$ cat src/rtl/mvsv_pkg.sv
// Shared types and constants for the snapshot visibility block.
// No dependencies; imported by the compare unit and the top level.
package mvsv_pkg;

    // Field widths fixed by the port interface
    localparam int ACTION_W  = 2;
    localparam int SLOT_W    = 6;
    localparam int FIELD_W   = 32;
    localparam int COUNT_W   = 7;

    // Action codes of an input beat
    localparam logic [ACTION_W-1:0] ACT_START = 2'd0;
    localparam logic [ACTION_W-1:0] ACT_SLOT  = 2'd1;
    localparam logic [ACTION_W-1:0] ACT_QUERY = 2'd2;

    // Result kinds
    localparam logic KIND_REPORT = 1'b0;
    localparam logic KIND_ANSWER = 1'b1;

    // Status from the shared comparator
    typedef struct packed {
        logic lt;   // a < b, unsigned
        logic eq;   // a == b
    } t_cmp_res;

endpackage

$ cat src/rtl/mvsv_ram.sv
// Generic simple dual-port RAM, one write and one registered read port.
// Depends on nothing.
module mvsv_ram #(
    parameter int WIDTH = 32,
    parameter int DEPTH = 64
) (
    input  logic                     i_clk,
    input  logic                     i_we,
    input  logic [$clog2(DEPTH)-1:0] i_waddr,
    input  logic [WIDTH-1:0]         i_wdata,
    input  logic [$clog2(DEPTH)-1:0] i_raddr,
    output logic [WIDTH-1:0]         o_rdata
);

    logic [WIDTH-1:0] r_mem [DEPTH];
    logic [WIDTH-1:0] r_rdata;

    always_ff @(posedge i_clk) begin
        if (i_we) begin
            r_mem[i_waddr] <= i_wdata;
        end
        r_rdata <= r_mem[i_raddr];
    end

    assign o_rdata = r_rdata;

endmodule

$ cat src/rtl/mvsv_cmp.sv
// Shared unsigned magnitude and equality comparator.
// Uses mvsv_pkg for the result struct.
module mvsv_cmp
    import mvsv_pkg::*;
#(
    parameter int W = 32
) (
    input  logic [W-1:0] i_a,
    input  logic [W-1:0] i_b,
    output t_cmp_res     o_res
);

    // One wide compare serves the slot, bound and scan steps of the sequencer
    always_comb begin
        o_res.lt = (i_a < i_b);
        o_res.eq = (i_a == i_b);
    end

endmodule

$ cat src/rtl/mvcc_snapshot_visibility.sv
// Top level: snapshot capture and visibility query sequencer.
// Depends on mvsv_pkg, mvsv_cmp and mvsv_ram.
//
// Usage:
//   Input channel (i_in_valid / o_in_ready) carries start, slot and query
//   beats. Output channel (o_out_valid / i_out_ready) carries a capture
//   report after a slot beat marked last, and an answer for each query.
//   Config channel (i_cfg_valid / o_cfg_ready) writes own_slot; always ready.
// Steps:
//   Start beat: taken in idle, no result.
//   Slot beat: a slot step; a last slot adds an emit step to load the result.
//   Query: the lower bound step decides first, then the horizon step;
//   otherwise the scan of stored ids through the single RAM read port
//   decides, one entry per cycle, and the emit step loads the answer.
//   One beat is processed at a time; o_in_ready is high only when idle.
// Reset: synchronous, active low; clears count, bounds, overflow flag and
//   own_slot. The id store needs no clearing: only written entries are read.
// Stall: a result waits in the output register; the next beat is still
//   accepted, and a further result holds the sequencer until that register
//   is free.
module mvcc_snapshot_visibility
    import mvsv_pkg::*;
#(
    parameter int MAX_SLOTS = 64,
    parameter int ID_BITS   = 32
) (
    input  logic                i_clk,
    input  logic                i_rst_n,
    // config write
    input  logic                i_cfg_valid,
    output logic                o_cfg_ready,
    input  logic [SLOT_W-1:0]   i_cfg_data,
    // input beats
    input  logic                i_in_valid,
    output logic                o_in_ready,
    input  logic [ACTION_W-1:0] i_action,
    input  logic [FIELD_W-1:0]  i_latest_completed,
    input  logic [SLOT_W-1:0]   i_slot_index,
    input  logic [FIELD_W-1:0]  i_txn_id,
    input  logic                i_last_slot,
    // result beats
    output logic                o_out_valid,
    input  logic                i_out_ready,
    output logic                o_kind,
    output logic                o_in_snapshot,
    output logic [COUNT_W-1:0]  o_active_count,
    output logic [FIELD_W-1:0]  o_min_active,
    output logic [FIELD_W-1:0]  o_horizon,
    output logic                o_overflow
);

    localparam int AW = $clog2(MAX_SLOTS);
    localparam int CW = $clog2(MAX_SLOTS + 1);

    typedef enum logic [2:0] {
        ST_IDLE,
        ST_SLOT,
        ST_Q_LOW,
        ST_Q_HIGH,
        ST_SCAN,
        ST_EMIT
    } t_state;

    t_state             r_state, n_state;
    logic [ID_BITS-1:0] r_id, n_id;
    logic [SLOT_W-1:0]  r_slot, n_slot;
    logic               r_last, n_last;
    logic [CW-1:0]      r_count, n_count;
    logic [ID_BITS-1:0] r_low, n_low;
    logic [ID_BITS-1:0] r_high, n_high;
    logic               r_ovf, n_ovf;
    logic [SLOT_W-1:0]  r_own, n_own;
    logic [CW-1:0]      r_idx, n_idx;
    logic               r_pend, n_pend;
    logic               r_kind, n_kind;
    logic               r_ans, n_ans;

    logic               r_out_valid, n_out_valid;
    logic               r_out_kind, n_out_kind;
    logic               r_out_hit, n_out_hit;
    logic [COUNT_W-1:0] r_out_count, n_out_count;
    logic [FIELD_W-1:0] r_out_min, n_out_min;
    logic [FIELD_W-1:0] r_out_hor, n_out_hor;
    logic               r_out_ovf, n_out_ovf;

    logic [ID_BITS-1:0] w_latest;
    logic [ID_BITS-1:0] w_txn;
    logic               w_in_acc;
    logic               w_keep;
    logic               w_room;
    logic               w_issue;
    logic               w_we;
    logic [ID_BITS-1:0] w_cmp_a, w_cmp_b;
    t_cmp_res           w_cmp;
    logic [ID_BITS-1:0] w_rdata;

    assign w_latest = ID_BITS'(i_latest_completed);
    assign w_txn    = ID_BITS'(i_txn_id);
    assign w_in_acc = i_in_valid && o_in_ready;
    assign w_keep   = (r_id != '0) && (r_slot != r_own);
    assign w_room   = (r_count < CW'(MAX_SLOTS));
    assign w_issue  = (r_idx < r_count);
    assign w_we     = (r_state == ST_SLOT) && w_keep && w_room;

    // Operand select for the shared comparator
    always_comb begin
        case (r_state)
            ST_Q_HIGH: begin
                w_cmp_a = r_high;
                w_cmp_b = r_id;
            end
            ST_SCAN: begin
                w_cmp_a = w_rdata;
                w_cmp_b = r_id;
            end
            default: begin
                w_cmp_a = r_id;
                w_cmp_b = r_low;
            end
        endcase
    end

    mvsv_cmp #(
        .W (ID_BITS)
    ) u_cmp (
        .i_a   (w_cmp_a),
        .i_b   (w_cmp_b),
        .o_res (w_cmp)
    );

    // Active id store; written at the fill count, scanned from entry zero
    mvsv_ram #(
        .WIDTH (ID_BITS),
        .DEPTH (MAX_SLOTS)
    ) u_ids (
        .i_clk   (i_clk),
        .i_we    (w_we),
        .i_waddr (r_count[AW-1:0]),
        .i_wdata (r_id),
        .i_raddr (r_idx[AW-1:0]),
        .o_rdata (w_rdata)
    );

    // Sequencer next state
    always_comb begin
        n_state     = r_state;
        n_id        = r_id;
        n_slot      = r_slot;
        n_last      = r_last;
        n_count     = r_count;
        n_low       = r_low;
        n_high      = r_high;
        n_ovf       = r_ovf;
        n_own       = r_own;
        n_idx       = r_idx;
        n_pend      = r_pend;
        n_kind      = r_kind;
        n_ans       = r_ans;
        n_out_valid = r_out_valid;
        n_out_kind  = r_out_kind;
        n_out_hit   = r_out_hit;
        n_out_count = r_out_count;
        n_out_min   = r_out_min;
        n_out_hor   = r_out_hor;
        n_out_ovf   = r_out_ovf;

        if (i_cfg_valid) begin
            n_own = i_cfg_data;
        end

        // Result beat taken
        if (r_out_valid && i_out_ready) begin
            n_out_valid = 1'b0;
        end

        case (r_state)
            ST_IDLE: begin
                if (w_in_acc) begin
                    n_id   = w_txn;
                    n_slot = i_slot_index;
                    n_last = i_last_slot;
                    case (i_action)
                        ACT_START: begin
                            n_high  = w_latest + ID_BITS'(1);
                            n_low   = w_latest + ID_BITS'(1);
                            n_count = '0;
                            n_ovf   = 1'b0;
                        end
                        ACT_SLOT: begin
                            n_state = ST_SLOT;
                        end
                        ACT_QUERY: begin
                            n_kind  = KIND_ANSWER;
                            n_state = ST_Q_LOW;
                        end
                        default: begin
                            n_state = ST_IDLE;
                        end
                    endcase
                end
            end
            ST_SLOT: begin
                if (w_keep) begin
                    if (w_cmp.lt) begin
                        n_low = r_id;
                    end
                    if (w_room) begin
                        n_count = r_count + CW'(1);
                    end else begin
                        n_ovf = 1'b1;
                    end
                end
                if (r_last) begin
                    n_kind  = KIND_REPORT;
                    n_ans   = 1'b0;
                    n_state = ST_EMIT;
                end else begin
                    n_state = ST_IDLE;
                end
            end
            ST_Q_LOW: begin
                // below the minimum: already completed
                if (w_cmp.lt) begin
                    n_ans   = 1'b0;
                    n_state = ST_EMIT;
                end else begin
                    n_state = ST_Q_HIGH;
                end
            end
            ST_Q_HIGH: begin
                // above the horizon: still running
                if (w_cmp.lt) begin
                    n_ans   = 1'b1;
                    n_state = ST_EMIT;
                end else begin
                    n_idx   = '0;
                    n_pend  = 1'b0;
                    n_state = ST_SCAN;
                end
            end
            ST_SCAN: begin
                // read issued one cycle, compared the next
                n_pend = w_issue;
                if (w_issue) begin
                    n_idx = r_idx + CW'(1);
                end
                if (r_pend && w_cmp.eq) begin
                    n_ans   = 1'b1;
                    n_pend  = 1'b0;
                    n_state = ST_EMIT;
                end else if (!w_issue && !r_pend) begin
                    n_ans   = 1'b0;
                    n_state = ST_EMIT;
                end
            end
            ST_EMIT: begin
                if (!r_out_valid || i_out_ready) begin
                    n_out_valid = 1'b1;
                    n_out_kind  = r_kind;
                    n_out_hit   = r_ans;
                    n_out_count = COUNT_W'(r_count);
                    n_out_min   = FIELD_W'(r_low);
                    n_out_hor   = FIELD_W'(r_high);
                    n_out_ovf   = r_ovf;
                    n_state     = ST_IDLE;
                end
            end
            default: begin
                n_state = ST_IDLE;
            end
        endcase
    end

    // State and registered outputs
    always_ff @(posedge i_clk) begin
        if (!i_rst_n) begin
            r_state     <= ST_IDLE;
            r_count     <= '0;
            r_low       <= '0;
            r_high      <= '0;
            r_ovf       <= 1'b0;
            r_own       <= '0;
            r_pend      <= 1'b0;
            r_out_valid <= 1'b0;
        end else begin
            r_state     <= n_state;
            r_count     <= n_count;
            r_low       <= n_low;
            r_high      <= n_high;
            r_ovf       <= n_ovf;
            r_own       <= n_own;
            r_pend      <= n_pend;
            r_out_valid <= n_out_valid;
        end
        r_id        <= n_id;
        r_slot      <= n_slot;
        r_last      <= n_last;
        r_idx       <= n_idx;
        r_kind      <= n_kind;
        r_ans       <= n_ans;
        r_out_kind  <= n_out_kind;
        r_out_hit   <= n_out_hit;
        r_out_count <= n_out_count;
        r_out_min   <= n_out_min;
        r_out_hor   <= n_out_hor;
        r_out_ovf   <= n_out_ovf;
    end

    assign o_cfg_ready    = 1'b1;
    assign o_in_ready     = (r_state == ST_IDLE);
    assign o_out_valid    = r_out_valid;
    assign o_kind         = r_out_kind;
    assign o_in_snapshot  = r_out_hit;
    assign o_active_count = r_out_count;
    assign o_min_active   = r_out_min;
    assign o_horizon      = r_out_hor;
    assign o_overflow     = r_out_ovf;

`ifndef ASSERT_OFF
    // Fill count never passes the store depth
    a_count_bound: assert property (@(posedge i_clk) disable iff (!i_rst_n)
        r_count <= CW'(MAX_SLOTS))
        else $error("fill count beyond store depth");

    // No write into a full store
    a_no_write_full: assert property (@(posedge i_clk) disable iff (!i_rst_n)
        w_we |-> w_room)
        else $error("store written while full");

    // A result beat only appears out of the emit step
    a_emit_source: assert property (@(posedge i_clk) disable iff (!i_rst_n)
        (!r_out_valid ##1 r_out_valid) |-> $past(r_state == ST_EMIT))
        else $error("result loaded outside emit step");
`endif

endmodule
$ cat config.mk
export PLATFORM = sky130hd
export DESIGN_NAME = mvcc_snapshot_visibility
export DESIGN_NICKNAME = d
export VERILOG_FILES = /design/src/rtl/mvsv_pkg.sv /design/src/rtl/mvsv_ram.sv /design/src/rtl/mvsv_cmp.sv /design/src/rtl/mvcc_snapshot_visibility.sv
export SDC_FILE = /design/constraint.sdc
export NUM_CORES = 2
export LEC_CHECK = 0
export BUFFER_PORTS_ARGS = -buffer_cell sky130_fd_sc_hd__buf_2
export CAP_MARGIN = 30
export CORE_MARGIN = 2
export CORE_UTILIZATION = 35
export DETAILED_ROUTE_END_ITERATION = 12
export PLACE_DENSITY = 0.45
export SYNTH_ARGS = -nofsm -noshare
export SYNTH_HDL_FRONTEND = slang
export SYNTH_SLANG_ARGS = --single-unit
$ cat constraint.sdc
create_clock -name i_clk -period 6.5 [get_ports i_clk]
set_clock_uncertainty 0.2 [all_clocks]
set_input_delay 1.3 -clock i_clk [delete_from_list [all_inputs] [get_ports i_clk]]
set_output_delay 1.3 -clock i_clk [all_outputs]
set_load 0.01 [all_outputs]
* Word-level counts from Yosys, hierarchy flattened
Memories as Yosys holds them, arrays and structs flattened. A register that Yosys moved wholly into a read port is not among the register bits.
Index checks and enable logic that the tools add are counted.
** Word-level totals
- RAM bits :: 2048
- Register bits after elaboration :: 205
- Memories kept :: 1
- Input port bits :: 84
- Output and inout port bits :: 77
- Logic and storage cells :: 126
** Memory list
- u_ids.r_mem :: depth 64, bits a word 32, read ports 1, clocked after Yosys merged registers in 1, write ports 1, RTL line mvsv_ram.sv:15 : logic [WIDTH-1:0] r_mem [DEPTH];
** Operators by class
- Equal/unequal tests :: 24
- Reduce and logical (&&, ||, !) cells :: 29
- Order comparisons :: 3
- Muxes and demuxes :: 46
- $add $sub $neg :: 3
** Operators with widths (count)
- 32-bit 2-to-1 mux :: 5
- 32-bit case mux with 2 select lines :: 2
- 7-bit 2-to-1 mux :: 6
- 32-bit by 1-bit adder with 32-bit output, second input constant :: 1
- 32-bit equality test :: 1
- 32-bit < comparator :: 1
- 32-bit nonzero test :: 1
- 7-bit case mux with 2 select lines :: 2
- 5-bit AND reduction :: 4
- 1-bit 2-to-1 mux :: 19
- 3-bit 2-to-1 mux :: 6
- 3-bit case mux with 6 select lines :: 1
- 2-bit != test, second input constant :: 8
- 7-bit by 1-bit adder with 7-bit output, second input constant :: 2
- 2-bit by 1-bit != test with 1-bit output, second input constant :: 6
- 3-bit case mux with 3 select lines :: 1
- 4-bit AND reduction :: 2
- 1-bit logical AND :: 7
- 7-bit < comparator :: 1
- 7-bit < comparator, second input constant :: 1
- 3-bit by 2-bit equality test with 1-bit output, second input constant :: 2
- 3-bit equality test, second input constant :: 2
- 6-bit != test :: 1
- 1-bit case mux with 2 select lines :: 3
- other kinds (14) :: 20

* Logic depth before layout (Yosys ltp)
- Word-level depth :: 7
- Gate-level depth with buffers :: 16
- Mapped depth without buffers :: 13

* Hierarchy
From an unflattened synthesis, not the netlist that was laid out.
** Second synthesis, totals
- Cells, all modules :: 4251
- Area, all modules :: 88364.7 µm²
** Modules (own cells, without submodules)
- mvsv_ram :: area an instance 78512.8 µm², times used 1, cells each 3324, sequential area each 62139.6 µm²
- mvcc_snapshot_visibility :: area an instance 9043.7 µm², times used 1, cells each 812, sequential area each 5325.1 µm²
- mvsv_cmp :: area an instance 808.3 µm², times used 1, cells each 115, sequential area each 0.0 µm²

* Least setup slack after synthesis
OpenSTA, ideal clock, no wires.
- Kind :: reg2reg
- Start :: register r_state[2]
- End :: register r_low[11]
- Data required time :: 6.227 ns
- Arrival time :: 4.166 ns
- Clock period less this slack :: 4.439 ns
- Cell stages (with the launch flop) :: 16
- Setup slack :: 2.061 ns
- Buffers on the path :: 4
- Setup time :: 0.073 ns
- Cells stage by stage :: dfxtp_1 -> clkbuf_1 -> inv_1 -> nor3_1 -> nor2_1 -> buf_1 -> buf_1 -> mux2i_1 -> ha_1 -> a21o_1 -> a221o_1 -> a221oi_1 -> o21ai_0 -> o31ai_2 -> buf_2 -> mux2i_1
** On the way
- Longest elaborated chain between the ends :: 6
- Elaborated cells between the ends (all ways) :: 16
- Classes of those cells :: order compare (1); eq/ne (7); mux (3); reduce/logical (5)
** Ends and longest elaborated chain
- start: declaration :: RTL line mvcc_snapshot_visibility.sv:64 : t_state r_state, n_state;
- start signal: assignment :: RTL line mvcc_snapshot_visibility.sv:286 : r_state <= n_state;
- 3-bit equality test / 3-bit by 2-bit equality test with 1-bit output (equally long branches) :: RTL line mvcc_snapshot_visibility.sv:107 : case (r_state)
- 2-bit OR reduction (no source line)
- 32-bit 2-to-1 mux :: RTL line mvcc_snapshot_visibility.sv:107
- 32-bit < comparator :: RTL line mvsv_cmp.sv:15 : o_res.lt = (i_a < i_b);
- 2-bit by 1-bit != test with 1-bit output (no source line)
- 5-bit AND reduction (no source line)
- end signal: assignment :: RTL line mvcc_snapshot_visibility.sv:288 : r_low <= n_low;
- end: declaration :: RTL line mvcc_snapshot_visibility.sv:69 : logic [ID_BITS-1:0] r_low, n_low;
Parallel ways exist; a longest one is shown, timed or not.
A chain may end at the register's enable or synchronous reset.

* Final worst setup path
- Start :: register r_state[0]
- End :: register r_idx[3], enable pin
** On the way
- Longest elaborated chain between the ends :: 6
- Elaborated cells between the ends (all ways) :: 10
- Classes of those cells :: order compare (1); eq/ne (4); mux (2); reduce/logical (3)
** Ends and longest elaborated chain
- 3-bit equality test / 3-bit by 2-bit equality test with 1-bit output (equally long branches) :: RTL line mvcc_snapshot_visibility.sv:107, mvcc_snapshot_visibility.sv:176
- 2-bit OR reduction (no source line)
- 32-bit 2-to-1 mux :: RTL line mvcc_snapshot_visibility.sv:107
- 32-bit < comparator :: RTL line mvsv_cmp.sv:15
- 2-bit != test (no source line)
- 3-bit AND reduction (no source line) (*)
- end signal: assignment :: RTL line mvcc_snapshot_visibility.sv:298 : r_idx <= n_idx;
- end: declaration :: RTL line mvcc_snapshot_visibility.sv:73 : logic [CW-1:0] r_idx, n_idx;
Every way passes the cells marked *; elsewhere a longest branch is shown, timed or not.

==> results.md <==
- Pin count of the biggest net entering global routing: 73
- WP data required: 6.79 ns
- Synth Flop Type: edfxtp_1
- Post-synth top cells: 2170 x edfxtp_1, 654 x mux4_2, 159 x nor2_1
- Arr. time, crit path: 5.29 ns
- Max cap viols: 0
- 1st-iter DRT viols: 4415
- CTS sink count: 2285
- Die ar.: 256000 um2
- Wire per inst: 31.4 um
- WL final: 249000 um
- Area growth, synth to finish: 16.2%
- Netlist Area Pre-Place: 88300 um2
- Grt total ovfl: 0
- LEAKAGE: 32.3 nW
- Most used cell, CP: buf_4
- Clock transition at path regs: 0.06 ns
- Gp weighted congestion: 0.830
- Detailed Place HPWL: 149000 um
- Max-slew violation count: 0
- Synth cell types: 48
- Final period util: 0.769
- H-tree lvl count: 4
- Setup CP Type: flip-flop to flip-flop
- Fmax achieved: 200 MHz
- Vias in the first global route: 43100
- Max incr delay on CP: 0.63 ns
- Initial core utilization: 0.351
- CTS Root Cell: clkbuf_16
- Core Area: 251000 um2
- Net count after synthesis: 4121
- RSZ-0062 raised after global routing: no
- Die X: 506 um
- GRT Util Overall: 0.193
- Layout cells sized above 1: 0.309
- Top-count cell post-synth: edfxtp_1
- Antenna violations before repair: 16
- Util after Layout: 0.408
- First-pass GRT wire length: 350000 um
- Slowest CP cell: nor2_4
- Multi-input logic area: 20400 um2
- Synth area leaders: edfxtp_1 74%, mux4_2 17%, dfxtp_1 2.6%
- Worst path cell trace: nand2_1 > nor2_2 > buf_4 > nor2_4 > buf_4 > mux2i_1 > ha_1 > nand4_1 > nor4_1 > and4_1 > o31a_1 > nor2_1 > o2bb2ai_1
- Power Total: 31.2 mW
- Final Non-Filler Cells: 7941
- CTS resizes: 0
- Number of setup buffers added after CTS: 0
- Hold Buf Count CTS: 0
- Seq cells post-synth: 2285
- Synth async-reset ratio: 0
- Final setup fails: 0
- Yosys warns: 0
- Post-synth EDFFs: 2170
- Crit end category: flip-flop
- Top cell type's share of synthesized area: 0.738
- Fin nets: 4501
- CTS buffer count: 237
- Setup TNS: 0 ns
- PwrDens: 304 nW/um2
- Worst skew pair latency: 0.89 ns
- Biggest area consumer among synthesized cells: edfxtp_1
- Status: completed
- DP Area: 94800 um2
- Vias per inst: 5.36
- Clock Path Buffers: 3
- Antenna Violating Nets Remaining: 0
- Cells after synthesis: 3996
- Final Hold Vio Count: 0
- Placed Instances: 7483
- Hold WC Path Type: flip-flop to flip-flop
- Peak VDD IR: 228 uV
- Seq/Total Area, Yosys: 0.764
- Port Buffers: 159
- Via count: 42600
- Syn avg cell area: 22.1 um2
- DRC: 0
- Die Ht: 506 um
- Filler cell count: 22000
- Slew @ Worst Pin: 0.978 ns
- Post-route cell area: 103000 um2
- Critical Path Source Type: flip-flop
- First-pass DRT Iterations: 7
- Rows: 184
- Fin crit period: 5.00 ns
- Critical Path Fanout Max: 25
- Area occupied by registers: 67500 um2
- Ports: 161
- Rel. slew slack: 0.329
- CTS tree: done
==> state kept, by name (all words and copies together), names as in the netlist, 7 cells and up <==
| signal | cells |
|---|---|
| u_ids.r_mem | 2048 |
| r_low | 32 |
| r_count | 7 |
| r_idx | 7 |
| o_horizon | 32 |
| u_ids.o_rdata | 32 |
| r_id | 32 |
| o_active_count | 7 |
| o_min_active | 32 |
| r_high | 32 |
==> where the power goes <==
part           total (mW)  switching, mW  internal, mW  leakage, nW
clock                13.4           5.83          7.58         3.74
combinational        1.32          0.924         0.391         8.03
sequential           16.5          0.104          16.4         20.5
==> worst max-delay path: cells and delay by family, from the launching register on <==
family / cells / cell delay (ns)
AO/OA/AOI/OAI: 2 / 0.94
adder cells (fa/ha/maj): 1 / 0.36
buffers and inverters: 2 / 0.68
flip-flops: 1 / 0.43
multiplexers: 1 / 0.14
AND/OR/NAND/NOR: 7 / 1.87
==> path summary, 6_finish.rpt <==
kind         cells after the start                      to                    start  slack, ns
min reg2reg                      0    o_overflow$_DFFE_PP_       r_ovf$_SDFFE_PN0P_       0.25
max                             13  r_idx[3]$_SDFFCE_PP0P_  r_state[0]$_SDFFE_PN0P_       1.50
min                              0    o_overflow$_DFFE_PP_       r_ovf$_SDFFE_PN0P_       0.25
max reg2reg                     13  r_idx[3]$_SDFFCE_PP0P_  r_state[0]$_SDFFE_PN0P_       1.50
==> kinds of logic after synthesis <==
group	after synthesis	share of synthesized area
adders and majority gates	41	0.00581
xor gates and xnor gates	43	0.00427
AOI/OAI and AO/OA	189	0.0144
and+or+nand+nor	464	0.0234
DFF	2285	0.764
muxes	742	0.177
other	1	0.0000425
buffers and inverters	231	0.0110
==> layout by cell type, fill, tap and decap left out, types with 15 or more instances in the layout <==
master     count
a21oi_1       43
buf_2        160
a211oi_1      40
nand3_1       35
ha_1          41
nand2_1      151
clkinv_2      43
nor2_4        65
dfxtp_1      115
edfxtp_1    2170
clkbuf_1      56
nor3_1        22
inv_1         18
nand4_1       17
buf_4        154
o21ai_0       22
nor2_1        93
clkinv_1      58
buf_12        31
mux2i_1       88
nor2b_1       20
xnor2_1       28
o211ai_1      20
bufinv_16     18
a22oi_1       16
a31oi_1       17
clkbuf_16    237
nor4_1        23
xor2_1        15
mux4_2       654
==> through the flow <==
step           hold WS, ns  worst slack, ns
5_1_grt              0.272             1.18
3_5_place_dp         0.238             1.48
6_report             0.252             1.50
2_1_floorplan        0.200             2.06
3_3_place_gp         0.232             1.64
4_1_cts              0.252             1.50
==> routing by layer <==
metal / up-vias / global-route usage / part of all wire
li1: 17600 / - / -
met1: 23500 / 0.288 / 0.46
met3: 268 / 0.0246 / 0.046
met5: - / 0 / 0.000048
met2: 1191 / 0.306 / 0.47
met4: 2 / 0.0374 / 0.015
==> final cells by class <==
type,count,share of cell area
Inverter,19,0.000695
Sequential cell,2285,0.658
Multi-Input combinational cell,1480,0.198
Clock buffer,304,0.0614
Tap cell,3348,0.0408
Antenna cell,5,0.000122
Timing Repair Buffer,353,0.0270
Clock inverter,147,0.0137
No activity file was read; power rests on OpenSTA's default activity.
